$ cat config.mk
export PLATFORM = sky130hd
export DESIGN_NAME = line_raster_with_weights_flat
export DESIGN_NICKNAME = d
export VERILOG_FILES = /design/src/rtl/lrw_pkg.sv /design/src/rtl/lrw_in_if.sv /design/src/rtl/lrw_out_if.sv /design/src/rtl/lrw_div.sv /design/src/rtl/lrw_dp.sv /design/src/rtl/lrw_ctrl.sv /design/src/rtl/line_raster_with_weights.sv /design/src/flat_wrapper.sv
export SDC_FILE = /design/constraint.sdc
export NUM_CORES = 1
export LEC_CHECK = 0
export CORE_AREA = 10 10 139 141
export CTS_BUF_LIST = sky130_fd_sc_hd__clkbuf_4
export CTS_CLUSTER_SIZE = 40
export DETAILED_ROUTE_END_ITERATION = 10
export DIE_AREA = 0 0 149 151
export DONT_BUFFER_PORTS = 1
export HOLD_SLACK_MARGIN = 0.12
export PLACE_DENSITY = 0.68
export SKIP_LAST_GASP = 1
export SLEW_MARGIN = 10
export SYNTH_ARGS = -nofsm -noshare
export SYNTH_HDL_FRONTEND = slang
export SYNTH_SLANG_ARGS = --single-unit
$ cat constraint.sdc
create_clock -name clk_i -period 6.55 [get_ports clk_i]
set_input_delay 0.3275 -clock clk_i [delete_from_list [all_inputs] [get_ports clk_i]]
set_output_delay 0.3275 -clock clk_i [all_outputs]
set_load 0.02 [all_outputs]
$ cat src/rtl/lrw_pkg.sv
package lrw_pkg;

  localparam int unsigned GRID_SIZE   = 64;
  localparam int unsigned COORD_W     = $clog2(GRID_SIZE);
  localparam int unsigned WEIGHT_BITS = 16;
  localparam int unsigned WEIGHT_W    = WEIGHT_BITS + 1;
  localparam int unsigned EDGE_LIMIT  = 64;
  localparam int unsigned EDGE_W      = 6;
  localparam int unsigned VCOUNT_W    = 7;
  localparam logic [VCOUNT_W-1:0] VCOUNT_RESET = VCOUNT_W'(4);

  // bresenham error, signed, with headroom over the spans
  localparam int unsigned ERR_W = COORD_W + 3;

  // serial divider: one quotient bit per cycle
  localparam int unsigned DIV_STEPS = WEIGHT_W;
  localparam int unsigned DIV_CNT_W = $clog2(DIV_STEPS + 1);

  typedef struct packed {
    logic load;
    logic step;
  } lrw_cmd_t;

  typedef struct packed {
    logic div_done;
    logic zero_len;
    logic last;
  } lrw_sts_t;

endpackage

$ cat src/rtl/lrw_in_if.sv
interface lrw_in_if import lrw_pkg::*; ();
  logic                 valid;
  logic                 ready;
  logic [COORD_W-1:0]   start_x;
  logic [COORD_W-1:0]   start_y;
  logic [COORD_W-1:0]   end_x;
  logic [COORD_W-1:0]   end_y;
  logic [EDGE_W-1:0]    edge_number;

  modport source (
    output valid, start_x, start_y, end_x, end_y, edge_number,
    input  ready
  );

  modport sink (
    input  valid, start_x, start_y, end_x, end_y, edge_number,
    output ready
  );
endinterface

$ cat src/rtl/lrw_out_if.sv
interface lrw_out_if import lrw_pkg::*; ();
  logic                 valid;
  logic                 ready;
  logic [COORD_W-1:0]   point_x;
  logic [COORD_W-1:0]   point_y;
  logic [EDGE_W-1:0]    own_edge;
  logic [EDGE_W-1:0]    neighbor_edge;
  logic [WEIGHT_W-1:0]  neighbor_weight;
  logic                 last_point;

  modport source (
    output valid, point_x, point_y, own_edge, neighbor_edge, neighbor_weight,
           last_point,
    input  ready
  );

  modport sink (
    input  valid, point_x, point_y, own_edge, neighbor_edge, neighbor_weight,
           last_point,
    output ready
  );
endinterface

$ cat src/rtl/lrw_div.sv
module lrw_div import lrw_pkg::*; (
  input  logic                clk_i,
  input  logic                rst_ni,
  input  logic                start_i,
  input  logic [COORD_W-1:0]  divisor_i,
  output logic [WEIGHT_W-1:0] quot_o,
  output logic [COORD_W-1:0]  rem_o,
  output logic                done_o
);

  logic [DIV_CNT_W-1:0] cnt_q, cnt_d;
  logic [WEIGHT_W-1:0]  quot_q, quot_d;
  logic [COORD_W-1:0]   rem_q, rem_d;
  logic [COORD_W-1:0]   div_q;
  logic [COORD_W:0]     trial;
  logic                 ge;

  assign done_o = (cnt_q == DIV_CNT_W'(DIV_STEPS));
  assign quot_o = quot_q;
  assign rem_o  = rem_q;

  // restoring division of one (2^weight_bits) by the major span
  assign trial = {rem_q, quot_q[WEIGHT_W-1]};
  assign ge    = (trial >= {1'b0, div_q});

  always_comb begin
    cnt_d  = cnt_q;
    quot_d = quot_q;
    rem_d  = rem_q;
    if (start_i) begin
      cnt_d  = '0;
      quot_d = WEIGHT_W'(1) << WEIGHT_BITS;
      rem_d  = '0;
    end else if (!done_o) begin
      cnt_d  = cnt_q + DIV_CNT_W'(1);
      quot_d = {quot_q[WEIGHT_W-2:0], ge};
      rem_d  = ge ? COORD_W'(trial - {1'b0, div_q}) : trial[COORD_W-1:0];
    end
  end

  always_ff @(posedge clk_i or negedge rst_ni) begin
    if (!rst_ni) begin
      cnt_q <= DIV_CNT_W'(DIV_STEPS);
    end else begin
      cnt_q <= cnt_d;
    end
  end

  always_ff @(posedge clk_i) begin
    quot_q <= quot_d;
    rem_q  <= rem_d;
    if (start_i) begin
      div_q <= divisor_i;
    end
  end

endmodule

$ cat src/rtl/lrw_dp.sv
module lrw_dp import lrw_pkg::*; (
  input  logic                 clk_i,
  input  logic                 rst_ni,
  input  lrw_cmd_t             cmd_i,
  output lrw_sts_t             sts_o,
  input  logic                 cfg_we_i,
  input  logic [VCOUNT_W-1:0]  cfg_wdata_i,
  input  logic [COORD_W-1:0]   start_x_i,
  input  logic [COORD_W-1:0]   start_y_i,
  input  logic [COORD_W-1:0]   end_x_i,
  input  logic [COORD_W-1:0]   end_y_i,
  input  logic [EDGE_W-1:0]    edge_number_i,
  output logic [COORD_W-1:0]   point_x_o,
  output logic [COORD_W-1:0]   point_y_o,
  output logic [EDGE_W-1:0]    own_edge_o,
  output logic [EDGE_W-1:0]    neighbor_edge_o,
  output logic [WEIGHT_W-1:0]  neighbor_weight_o,
  output logic                 last_point_o
);

  logic [VCOUNT_W-1:0] vcount_q;

  logic [COORD_W-1:0]  cur_x_q, cur_x_d, cur_y_q, cur_y_d;
  logic [COORD_W-1:0]  span_x_q, span_y_q, n_q, cnt_q, cnt_d;
  logic                dir_x_q, dir_y_q;
  logic signed [ERR_W-1:0] err_q, err_d;
  logic [EDGE_W-1:0]   own_q, nb_q;
  logic [WEIGHT_W-1:0] wacc_q, wacc_d;
  logic [COORD_W-1:0]  wrem_q, wrem_d;

  logic [COORD_W-1:0]  in_dx, in_dy, in_n;
  logic                in_x_major;
  logic [VCOUNT_W-1:0] count_in_use, edge_next;
  logic signed [ERR_W-1:0] err_init;

  logic signed [ERR_W-1:0] dx_s, dy_s;
  logic                move_x, move_y;
  logic [COORD_W:0]    rem_sum;
  logic                carry;

  logic [WEIGHT_W-1:0] div_quot;
  logic [COORD_W-1:0]  div_rem;
  logic                div_done;

  lrw_div u_div (
    .clk_i     (clk_i),
    .rst_ni    (rst_ni),
    .start_i   (cmd_i.load),
    .divisor_i (in_n),
    .quot_o    (div_quot),
    .rem_o     (div_rem),
    .done_o    (div_done)
  );

  // edge setup from the incoming item
  assign in_dx      = (end_x_i > start_x_i) ? end_x_i - start_x_i : start_x_i - end_x_i;
  assign in_dy      = (end_y_i > start_y_i) ? end_y_i - start_y_i : start_y_i - end_y_i;
  assign in_x_major = (in_dx > in_dy);
  assign in_n       = in_x_major ? in_dx : in_dy;
  assign err_init   = in_x_major ? ERR_W'({1'b0, in_dx[COORD_W-1:1]})
                                 : -ERR_W'({1'b0, in_dy[COORD_W-1:1]});

  assign count_in_use = (vcount_q > VCOUNT_W'(EDGE_LIMIT)) ? VCOUNT_W'(EDGE_LIMIT) : vcount_q;
  assign edge_next    = VCOUNT_W'(edge_number_i) + VCOUNT_W'(1);

  // one bresenham step
  assign dx_s   = ERR_W'(span_x_q);
  assign dy_s   = ERR_W'(span_y_q);
  assign move_x = (err_q > -dx_s);
  assign move_y = (err_q < dy_s);

  // weight accumulates quotient plus the carried remainder
  assign rem_sum = {1'b0, wrem_q} + {1'b0, div_rem};
  assign carry   = (rem_sum >= {1'b0, n_q});

  always_comb begin
    cur_x_d = cur_x_q;
    cur_y_d = cur_y_q;
    err_d   = err_q;
    if (move_x) begin
      err_d   = err_d - dy_s;
      cur_x_d = dir_x_q ? cur_x_q + COORD_W'(1) : cur_x_q - COORD_W'(1);
    end
    if (move_y) begin
      err_d   = err_d + dx_s;
      cur_y_d = dir_y_q ? cur_y_q + COORD_W'(1) : cur_y_q - COORD_W'(1);
    end
    cnt_d  = cnt_q + COORD_W'(1);
    wacc_d = wacc_q + div_quot + WEIGHT_W'(carry);
    wrem_d = carry ? COORD_W'(rem_sum - {1'b0, n_q}) : rem_sum[COORD_W-1:0];
  end

  always_ff @(posedge clk_i or negedge rst_ni) begin
    if (!rst_ni) begin
      vcount_q <= VCOUNT_RESET;
    end else if (cfg_we_i) begin
      vcount_q <= cfg_wdata_i;
    end
  end

  always_ff @(posedge clk_i) begin
    if (cmd_i.load) begin
      cur_x_q  <= start_x_i;
      cur_y_q  <= start_y_i;
      span_x_q <= in_dx;
      span_y_q <= in_dy;
      n_q      <= in_n;
      dir_x_q  <= (start_x_i < end_x_i);
      dir_y_q  <= (start_y_i < end_y_i);
      err_q    <= err_init;
      own_q    <= edge_number_i;
      nb_q     <= (edge_next < count_in_use) ? edge_next[EDGE_W-1:0] : '0;
      cnt_q    <= '0;
      wacc_q   <= '0;
      wrem_q   <= '0;
    end else if (cmd_i.step) begin
      cur_x_q <= cur_x_d;
      cur_y_q <= cur_y_d;
      err_q   <= err_d;
      cnt_q   <= cnt_d;
      wacc_q  <= wacc_d;
      wrem_q  <= wrem_d;
    end
  end

  assign sts_o.div_done = div_done;
  assign sts_o.zero_len = (n_q == '0);
  assign sts_o.last     = (cnt_q == n_q);

  assign point_x_o         = cur_x_q;
  assign point_y_o         = cur_y_q;
  assign own_edge_o        = own_q;
  assign neighbor_edge_o   = nb_q;
  assign neighbor_weight_o = wacc_q;
  assign last_point_o      = (cnt_q == n_q);

endmodule

$ cat src/rtl/lrw_ctrl.sv
module lrw_ctrl import lrw_pkg::*; (
  input  logic     clk_i,
  input  logic     rst_ni,
  input  logic     in_valid_i,
  output logic     in_ready_o,
  output logic     out_valid_o,
  input  logic     out_ready_i,
  output lrw_cmd_t cmd_o,
  input  lrw_sts_t sts_i
);

  localparam logic [1:0] StIdle = 2'd0;
  localparam logic [1:0] StDiv  = 2'd1;
  localparam logic [1:0] StEmit = 2'd2;

  logic [1:0] state_q, state_d;
  logic       in_fire, out_fire;

  assign in_ready_o  = (state_q == StIdle);
  assign out_valid_o = (state_q == StEmit);
  assign in_fire     = in_valid_i && in_ready_o;
  assign out_fire    = out_valid_o && out_ready_i;

  assign cmd_o.load = in_fire;
  assign cmd_o.step = out_fire && !sts_i.last;

  always_comb begin
    state_d = state_q;
    unique case (state_q)
      StIdle: begin
        if (in_fire) state_d = StDiv;
      end
      StDiv: begin
        // zero-length edge has no steps, so skip the weight division
        if (sts_i.zero_len || sts_i.div_done) state_d = StEmit;
      end
      StEmit: begin
        if (out_fire && sts_i.last) state_d = StIdle;
      end
      default: state_d = StIdle;
    endcase
  end

  always_ff @(posedge clk_i or negedge rst_ni) begin
    if (!rst_ni) begin
      state_q <= StIdle;
    end else begin
      state_q <= state_d;
    end
  end

endmodule

$ cat src/rtl/line_raster_with_weights.sv
// channel   dir  handshake      content
// edge_i    in   valid/ready    start_x, start_y, end_x, end_y, edge_number
// point_o   out  valid/ready    point_x, point_y, own_edge, neighbor_edge,
//                               neighbor_weight, last_point
// cfg       in   cfg_we_i       vertex_count, 7 bits, reset value 4
//
// one edge item at a time: accept, then a serial divider forms the weight
// step, then one point per cycle while point_o is ready, n+1 points for
// major span n; a zero-length edge skips the divider wait and gives one point
// reset returns the controller to idle and vertex_count to 4
// a stalled point_o holds the current point; edge_i.ready stays low until done
module line_raster_with_weights import lrw_pkg::*; (
  input  logic                clk_i,
  input  logic                rst_ni,
  input  logic                cfg_we_i,
  input  logic [VCOUNT_W-1:0] cfg_wdata_i,
  lrw_in_if.sink              edge_i,
  lrw_out_if.source           point_o
);

  lrw_cmd_t cmd;
  lrw_sts_t sts;

  lrw_ctrl u_ctrl (
    .clk_i       (clk_i),
    .rst_ni      (rst_ni),
    .in_valid_i  (edge_i.valid),
    .in_ready_o  (edge_i.ready),
    .out_valid_o (point_o.valid),
    .out_ready_i (point_o.ready),
    .cmd_o       (cmd),
    .sts_i       (sts)
  );

  lrw_dp u_dp (
    .clk_i             (clk_i),
    .rst_ni            (rst_ni),
    .cmd_i             (cmd),
    .sts_o             (sts),
    .cfg_we_i          (cfg_we_i),
    .cfg_wdata_i       (cfg_wdata_i),
    .start_x_i         (edge_i.start_x),
    .start_y_i         (edge_i.start_y),
    .end_x_i           (edge_i.end_x),
    .end_y_i           (edge_i.end_y),
    .edge_number_i     (edge_i.edge_number),
    .point_x_o         (point_o.point_x),
    .point_y_o         (point_o.point_y),
    .own_edge_o        (point_o.own_edge),
    .neighbor_edge_o   (point_o.neighbor_edge),
    .neighbor_weight_o (point_o.neighbor_weight),
    .last_point_o      (point_o.last_point)
  );

endmodule

$ cat src/flat_wrapper.sv
// flat-port wrapper written by rule: the top's interface ports become plain ports
module line_raster_with_weights_flat import lrw_pkg::*;
  (clk_i, rst_ni, cfg_we_i, cfg_wdata_i, edge_i_valid, edge_i_start_x, edge_i_start_y, edge_i_end_x, edge_i_end_y, edge_i_edge_number, edge_i_ready, point_o_valid, point_o_point_x, point_o_point_y, point_o_own_edge, point_o_neighbor_edge, point_o_neighbor_weight, point_o_last_point, point_o_ready);
  lrw_in_if edge_i_i ();
  lrw_out_if point_o_i ();
  input  logic clk_i;
  input  logic rst_ni;
  input  logic cfg_we_i;
  input  logic [VCOUNT_W-1:0] cfg_wdata_i;
  input wire logic [$bits(edge_i_i.valid)-1:0] edge_i_valid;
  input wire logic [$bits(edge_i_i.start_x)-1:0] edge_i_start_x;
  input wire logic [$bits(edge_i_i.start_y)-1:0] edge_i_start_y;
  input wire logic [$bits(edge_i_i.end_x)-1:0] edge_i_end_x;
  input wire logic [$bits(edge_i_i.end_y)-1:0] edge_i_end_y;
  input wire logic [$bits(edge_i_i.edge_number)-1:0] edge_i_edge_number;
  output wire logic [$bits(edge_i_i.ready)-1:0] edge_i_ready;
  output wire logic [$bits(point_o_i.valid)-1:0] point_o_valid;
  output wire logic [$bits(point_o_i.point_x)-1:0] point_o_point_x;
  output wire logic [$bits(point_o_i.point_y)-1:0] point_o_point_y;
  output wire logic [$bits(point_o_i.own_edge)-1:0] point_o_own_edge;
  output wire logic [$bits(point_o_i.neighbor_edge)-1:0] point_o_neighbor_edge;
  output wire logic [$bits(point_o_i.neighbor_weight)-1:0] point_o_neighbor_weight;
  output wire logic [$bits(point_o_i.last_point)-1:0] point_o_last_point;
  input wire logic [$bits(point_o_i.ready)-1:0] point_o_ready;
  assign edge_i_i.valid = edge_i_valid;
  assign edge_i_i.start_x = edge_i_start_x;
  assign edge_i_i.start_y = edge_i_start_y;
  assign edge_i_i.end_x = edge_i_end_x;
  assign edge_i_i.end_y = edge_i_end_y;
  assign edge_i_i.edge_number = edge_i_edge_number;
  assign edge_i_ready = edge_i_i.ready;
  assign point_o_valid = point_o_i.valid;
  assign point_o_point_x = point_o_i.point_x;
  assign point_o_point_y = point_o_i.point_y;
  assign point_o_own_edge = point_o_i.own_edge;
  assign point_o_neighbor_edge = point_o_i.neighbor_edge;
  assign point_o_neighbor_weight = point_o_i.neighbor_weight;
  assign point_o_last_point = point_o_i.last_point;
  assign point_o_i.ready = point_o_ready;
  line_raster_with_weights u_core (.clk_i(clk_i), .rst_ni(rst_ni), .cfg_we_i(cfg_we_i), .cfg_wdata_i(cfg_wdata_i), .edge_i(edge_i_i), .point_o(point_o_i));
endmodule
# Word level (Yosys, flattened, before mapping)
# Index checks and enable logic that the tools add are counted.
# W data, S select, Z words.
# classes
n_addsub,20
n_lt_le_gt_ge,11
n_eq_ne,8
muxes,25
n_reduce_logical,14
# op_table
op,count
$mux W6,13
$mux W9,5
$sub A6 B6 Y6,6
$add A6 B1 Y6 const B,3
$gt A6 B6 Y1,3
$add A17 B1 Y17,1
$add A17 B17 Y17,1
$ge A7 B6 Y1,2
$lt A6 B6 Y1,2
$sub A6 B1 Y6 const B,2
$mux W5,2
$add A9 B7 Y9,1
$gt A9 B9 Y1,1
$lt A9 B7 Y1,1
$neg A5 Y9,1
$neg A6 Y9,1
$sub A9 B7 Y9,1
$add A6 B1 Y7 const B,1
$add A6 B6 Y7,1
$gt A7 B7 Y1 const B,1
$lt A7 B7 Y1,1
$mux W7,1
$eq A6 B6 Y1,1
$logic_not A6 Y1,1
other kinds (15),25
# totals
register_bits,119
in_bits,42
output_inout_bits,44
word_cells,96

# Depth between registers and ports, before layout
# depth
depth_word,7
mapped_depth,22
mapped_depth_nobuf,22

# By module
# From an unflattened synthesis, not the netlist that was laid out.
# hier_totals
hier_cells,965
hier_area_um2,9155.0
# modules_own_cells
module,n_inst,cells_per_inst,area_each_um2,seq_area_each_um2
lrw_dp,1,778,7435.9,2348.5
lrw_div,1,174,1587.8,768.2
lrw_ctrl,1,13,131.4,50.0

# Worst setup path before layout
# No wires, ideal clock.
# synth_path
path_kind,flip-flop to flip-flop
start,reg u_core.u_dp.span_x_q[1]
end,reg u_core.u_dp.err_q[8] (data pin)
setup_time_ns,0.195
arrival_time_ns,4.226
required_ns,6.355
setup_slack_ns,2.129
path_stages_with_launch,20
n_path_buf,1
synth_period_minus_slack_ns,4.421
cell_sequence,edfxtp_1 > inv_1 > ha_1 > nor4bb_1 > ha_1 > a21o_1 > a211oi_1 > o211ai_1 > a31oi_2 > buf_2 > o21ai_0 > ha_1 > fa_1 > a21o_1 > a21oi_1 > o21bai_1 > a21oi_1 > a211oi_2 > a211o_1 > o311ai_0
# synth_between
elab_chain_cells,7
# synth_lines
element,line,text
from (decl),lrw_dp.sv:24,"logic [COORD_W-1:0] span_x_q, span_y_q, n_q, cnt_q, cnt_d;"
from (signal assigned),lrw_dp.sv:105,span_x_q <= in_dx;
$neg A6 Y9,lrw_dp.sv:69,assign move_x = (err_q > -dx_s);
$gt A9 B9 Y1,lrw_dp.sv:69,
$mux W9,lrw_dp.sv:80,if (move_x) begin
$add A9 B7 Y9,lrw_dp.sv:85,err_d = err_d + dx_s;
$mux W9 *,lrw_dp.sv:84,if (move_y) begin
$mux W9 *,lrw_dp.sv:116,end else if (cmd_i.step) begin
$mux W9 *,lrw_dp.sv:102,if (cmd_i.load) begin
to (signal assigned),lrw_dp.sv:110,err_q <= err_init;
to (signal assigned),lrw_dp.sv:119,err_q <= err_d;
to (decl),lrw_dp.sv:26,"logic signed [ERR_W-1:0] err_q, err_d;"
# Every way passes the cells marked *; elsewhere a longest branch is shown, timed or not. The select of a mux whose other input is x is not followed.
# A chain may end at the register's enable or synchronous reset.

# Worst setup path in the final report
# Ends and elaborated chain as after synthesis.

==> results.json <==
{
  "yosysSeqAreaShare": 0.3408,
  "drc": 0,
  "place_hpwl_um": 14740,
  "syn_nets": 1131,
  "power_mw": 4.023,
  "rr_endpoint": "u_core.u_dp.err_q[8]$_DFFE_PP_",
  "clockBufferDepth": 2,
  "path_clk_slew_ns": 0.11,
  "power_leakage_nw": 4.267,
  "core_um2": 16470,
  "final_util": 0.5820,
  "ant_nets": 0,
  "crit_chain": "inv_1 > ha_1 > nor4bb_1 > ha_1 > a21o_1 > a211oi_1 > o211ai_1 > a31oi_2 > mux2_2 > fa_1 > a21o_1 > a21oi_1 > o21bai_1 > a21oi_1 > a211oi_2 > a211o_1 > o311ai_0",
  "slowest_stage": "a31oi_2",
  "rsz0062_at_grt": "false",
  "p_switching_mw": 1.744,
  "critPathArrivalTime_ns": 5.39,
  "htreeDepth": 4,
  "ff2ff_setup_slack_ns": 1.50,
  "status": "complete, no violations",
  "yosysMostFrequentCell": "ha_1",
  "path_class": "flip-flop to flip-flop",
  "wl_um": 19880,
  "finalSetupViolCount": 0,
  "clock-sinks": 119,
  "async_flop_share": 0.1176,
  "reg2reg_from": "u_core.u_dp.span_x_q[1]$_DFFE_PP_",
  "startpoint_type": "flip-flop",
  "synth_warnings": 0,
  "die_h_um": 151,
  "worst_pin_slew_ns": 1.121,
  "numCtsBuffers": 17,
  "grt_pass1_vias": 6810,
  "switching_share": 0.4334,
  "postCtsSetupBuffers": 0,
  "skew_ns": 0.02383,
  "clk-insertion-delay-late_ns": 0.54,
  "drt-initial-drc-count": 429,
  "finalHoldViolCount": 0,
  "whs_endpoint": "u_core.u_dp.dir_x_q$_DFFE_PP_",
  "p_comb_frac": 0.527,
  "grt_max_degree": 73,
  "grt_first_pass_wirelength_um": 33370,
  "die_x_um": 149,
  "avgSynthCellArea_um2": 9.026,
  "max_cap_viol_count": 0,
  "cts_resized": 0,
  "antenna_found_initial": 0,
  "p_per_area_nw_per_um2": 419.8,
  "cts_tree": "yes",
  "reg2regPathDepth": 17,
  "slew_headroom": 0.2505,
  "globalplace.congestion": 0.8770,
  "fin_crit_ns": 5.047,
  "ios": 86,
  "ys_top_cells_by_area": "edfxtp_1, ha_1, dfxtp_1",
  "crit_path_max_fanout": 17,
  "synth_ff_type": "edfxtp_1",
  "start_util": 0.5323,
  "synth_cells": 971,
  "hold_class": "input port to flip-flop",
  "synth_cell_types": 73,
  "num_vias": 6916,
  "finalNetCount": 1159,
  "hold_buffers": 30,
  "port_buffers": 0,
  "syn-cell-area_um2": 8765,
  "ys_seq_elements": 119,
  "p_clk_frac": 0.143,
  "final_max_slew_viol_count": 0,
  "cts_root_buf": "clkbuf_4",
  "synth_top_cell_by_area": "edfxtp_1",
  "viasPerCell": 5.614,
  "end_kind": "flip-flop",
  "cp_top_family": "compound AO/OA/AOI/OAI gates",
  "period_share": 0.7705,
  "hold_path_depth": 3,
  "power.internal_mw": 2.280,
  "min_from": "edge_i_end_x[5]",
  "final_layout_size_suffix_gt1_frac": 0.07213,
  "pwr-share-seq": 0.330,
  "rows": 47,
  "synth_top_area_frac": 0.1816,
  "synth_edf_count": 53,
  "die_area_um2": 22500,
  "diodes": 0,
  "crit_path_max_incr_delay_ns": 0.64,
  "dr.pass1.iters": 5,
  "routedWlPerCell_um": 16.13,
  "fin_tns_setup_ns": 0,
  "max_freq_mhz": 198.1,
  "vdd_ir_drop_max_uv": 239.0,
  "cp.required_ns": 6.89,
  "grt_util_all_layers": 0.1808,
  "ys_top_cells_by_count": "ha_1, inv_1, nand2_1",
  "areaGrowthSynthToFinish_pct": 9.336,
  "overflow": 0,
  "cp_num_buf_inv": 1
}
[layer usage]
metal  global-route usage  wire [µm]
met1               0.2354       9197
met2               0.2909       9220
met3              0.04624       1188
met4              0.05103        269
met5                    0          0
[worst max path at each step]
| stage | end | slack (ns) | depth (start not counted) | from |
|---|---|---|---|---|
| floorplan | u_core.u_dp.err_q[8]$_DFFE_PP_ | 2.13 | 19 | u_core.u_dp.span_x_q[1]$_DFFE_PP_ |
| global route | u_core.u_dp.neighbor_weight_o[12]$_SDFFE_PP0P_ | 1.02 | 21 | u_core.u_dp.u_div.rem_o[0]$_SDFFE_PP0P_ |
| detailed placement | u_core.u_dp.err_q[8]$_DFFE_PP_ | 1.54 | 17 | u_core.u_dp.span_x_q[1]$_DFFE_PP_ |
| finish | u_core.u_dp.err_q[8]$_DFFE_PP_ | 1.50 | 17 | u_core.u_dp.span_x_q[1]$_DFFE_PP_ |
| global placement | u_core.u_dp.neighbor_weight_o[12]$_SDFFE_PP0P_ | 1.73 | 21 | u_core.u_dp.u_div.rem_o[0]$_SDFFE_PP0P_ |
| CTS | u_core.u_dp.err_q[8]$_DFFE_PP_ | 1.52 | 17 | u_core.u_dp.span_x_q[1]$_DFFE_PP_ |
[flip-flops by register name (all words and copies together) (netlist names)]
name and cells:
u_core.u_dp.neighbor_weight_o 17, u_core.u_dp.point_y_o 6, u_core.u_dp.u_div.div_q 6, u_core.u_dp.point_x_o 6, u_core.u_dp.dir_x_q 1, u_core.u_dp.span_y_q 6
u_core.u_dp.u_div.quot_o 17, u_core.u_dp.err_q 9, u_core.u_dp.neighbor_edge_o 6, u_core.u_ctrl.state_q 2, u_core.u_dp.vcount_q 7, u_core.u_dp.span_x_q 6
u_core.u_dp.cnt_q 6, u_core.u_dp.u_div.cnt_q 5, u_core.u_dp.u_div.rem_o 6, u_core.u_dp.own_edge_o 6, u_core.u_dp.dir_y_q 1, u_core.u_dp.wrem_q 6
[cells in the final DEF (no fill, tap or decap), types with 6 or more instances in the layout]
cell type / count
nor2_1: 66
dlygate4sd3_1: 30
a21boi_0: 7
dfrtp_1: 11
a21o_1: 23
a211oi_1: 8
o21bai_1: 7
o21ai_0: 69
nand4_1: 8
buf_4: 6
nor2b_1: 14
edfxtp_1: 53
nand2_1: 96
nor3_1: 15
a21oi_1: 64
dfxtp_1: 52
nand3_1: 34
fa_1: 13
xor2_1: 30
inv_1: 97
o211ai_1: 8
clkbuf_4: 18
xnor2_1: 37
mux2i_1: 16
nand2b_1: 6
o21a_1: 9
mux2_2: 12
ha_1: 105
[cell families after synthesis]
family / share of synthesized area
adder cells (fa/ha/maj): 0.1796
AND/OR/NAND/NOR: 0.1488
flip-flops: 0.3408
AO/OA/AOI/OAI: 0.1757
buffers and inverters: 0.05453
XOR/XNOR: 0.06695
multiplexers: 0.03369
[power by group through the flow]
| stage | Combinational (mW) | Sequential [mW] | Clock, mW |
|---|---|---|---|
| CTS | 2.12 | 1.33 | 0.593 |
| detailed placement | 2.08 | 1.35 | 0 |
| global route | 2.43 | 1.36 | 0.620 |
| floorplan | 1.71 | 1.27 | 0 |
| finish | 2.12 | 1.33 | 0.574 |
| global placement | 2.05 | 1.34 | 0 |
[per-stage QoR]
| step | worst slack [ns] | hold WS, ns | instances | cell area [µm²] |
|---|---|---|---|---|
| 2_1_floorplan | 2.129 | 0.03191 | 971 | 8765 |
| 3_3_place_gp | 1.727 | 0.03251 | 1170 | 8977 |
| 3_5_place_dp | 1.545 | 0.03241 | 1170 | 8977 |
| 4_1_cts | 1.520 | 0.1350 | 1232 | 9583 |
| 5_1_grt | 1.023 | 0.1394 | 1232 | 9583 |
| 6_report | 1.503 | 0.1830 | 1232 | 9583 |
[worst min-delay path: stages]
cell and delay [ns]:
inv_1 0.04, ha_1 0.14, a221oi_1 0.05
[area by class of cell]
type                            count  area, µm²
Timing Repair Buffer               36      345.3
Sequential cell                   119       2987
Clock inverter                     14      170.2
Inverter                           98      367.9
Tap cell                          220      275.3
Fill cell                        1470       6883
Multi-Input combinational cell    727       5303
Clock buffer                       18      135.1
(Power assumes the default switching activity.)
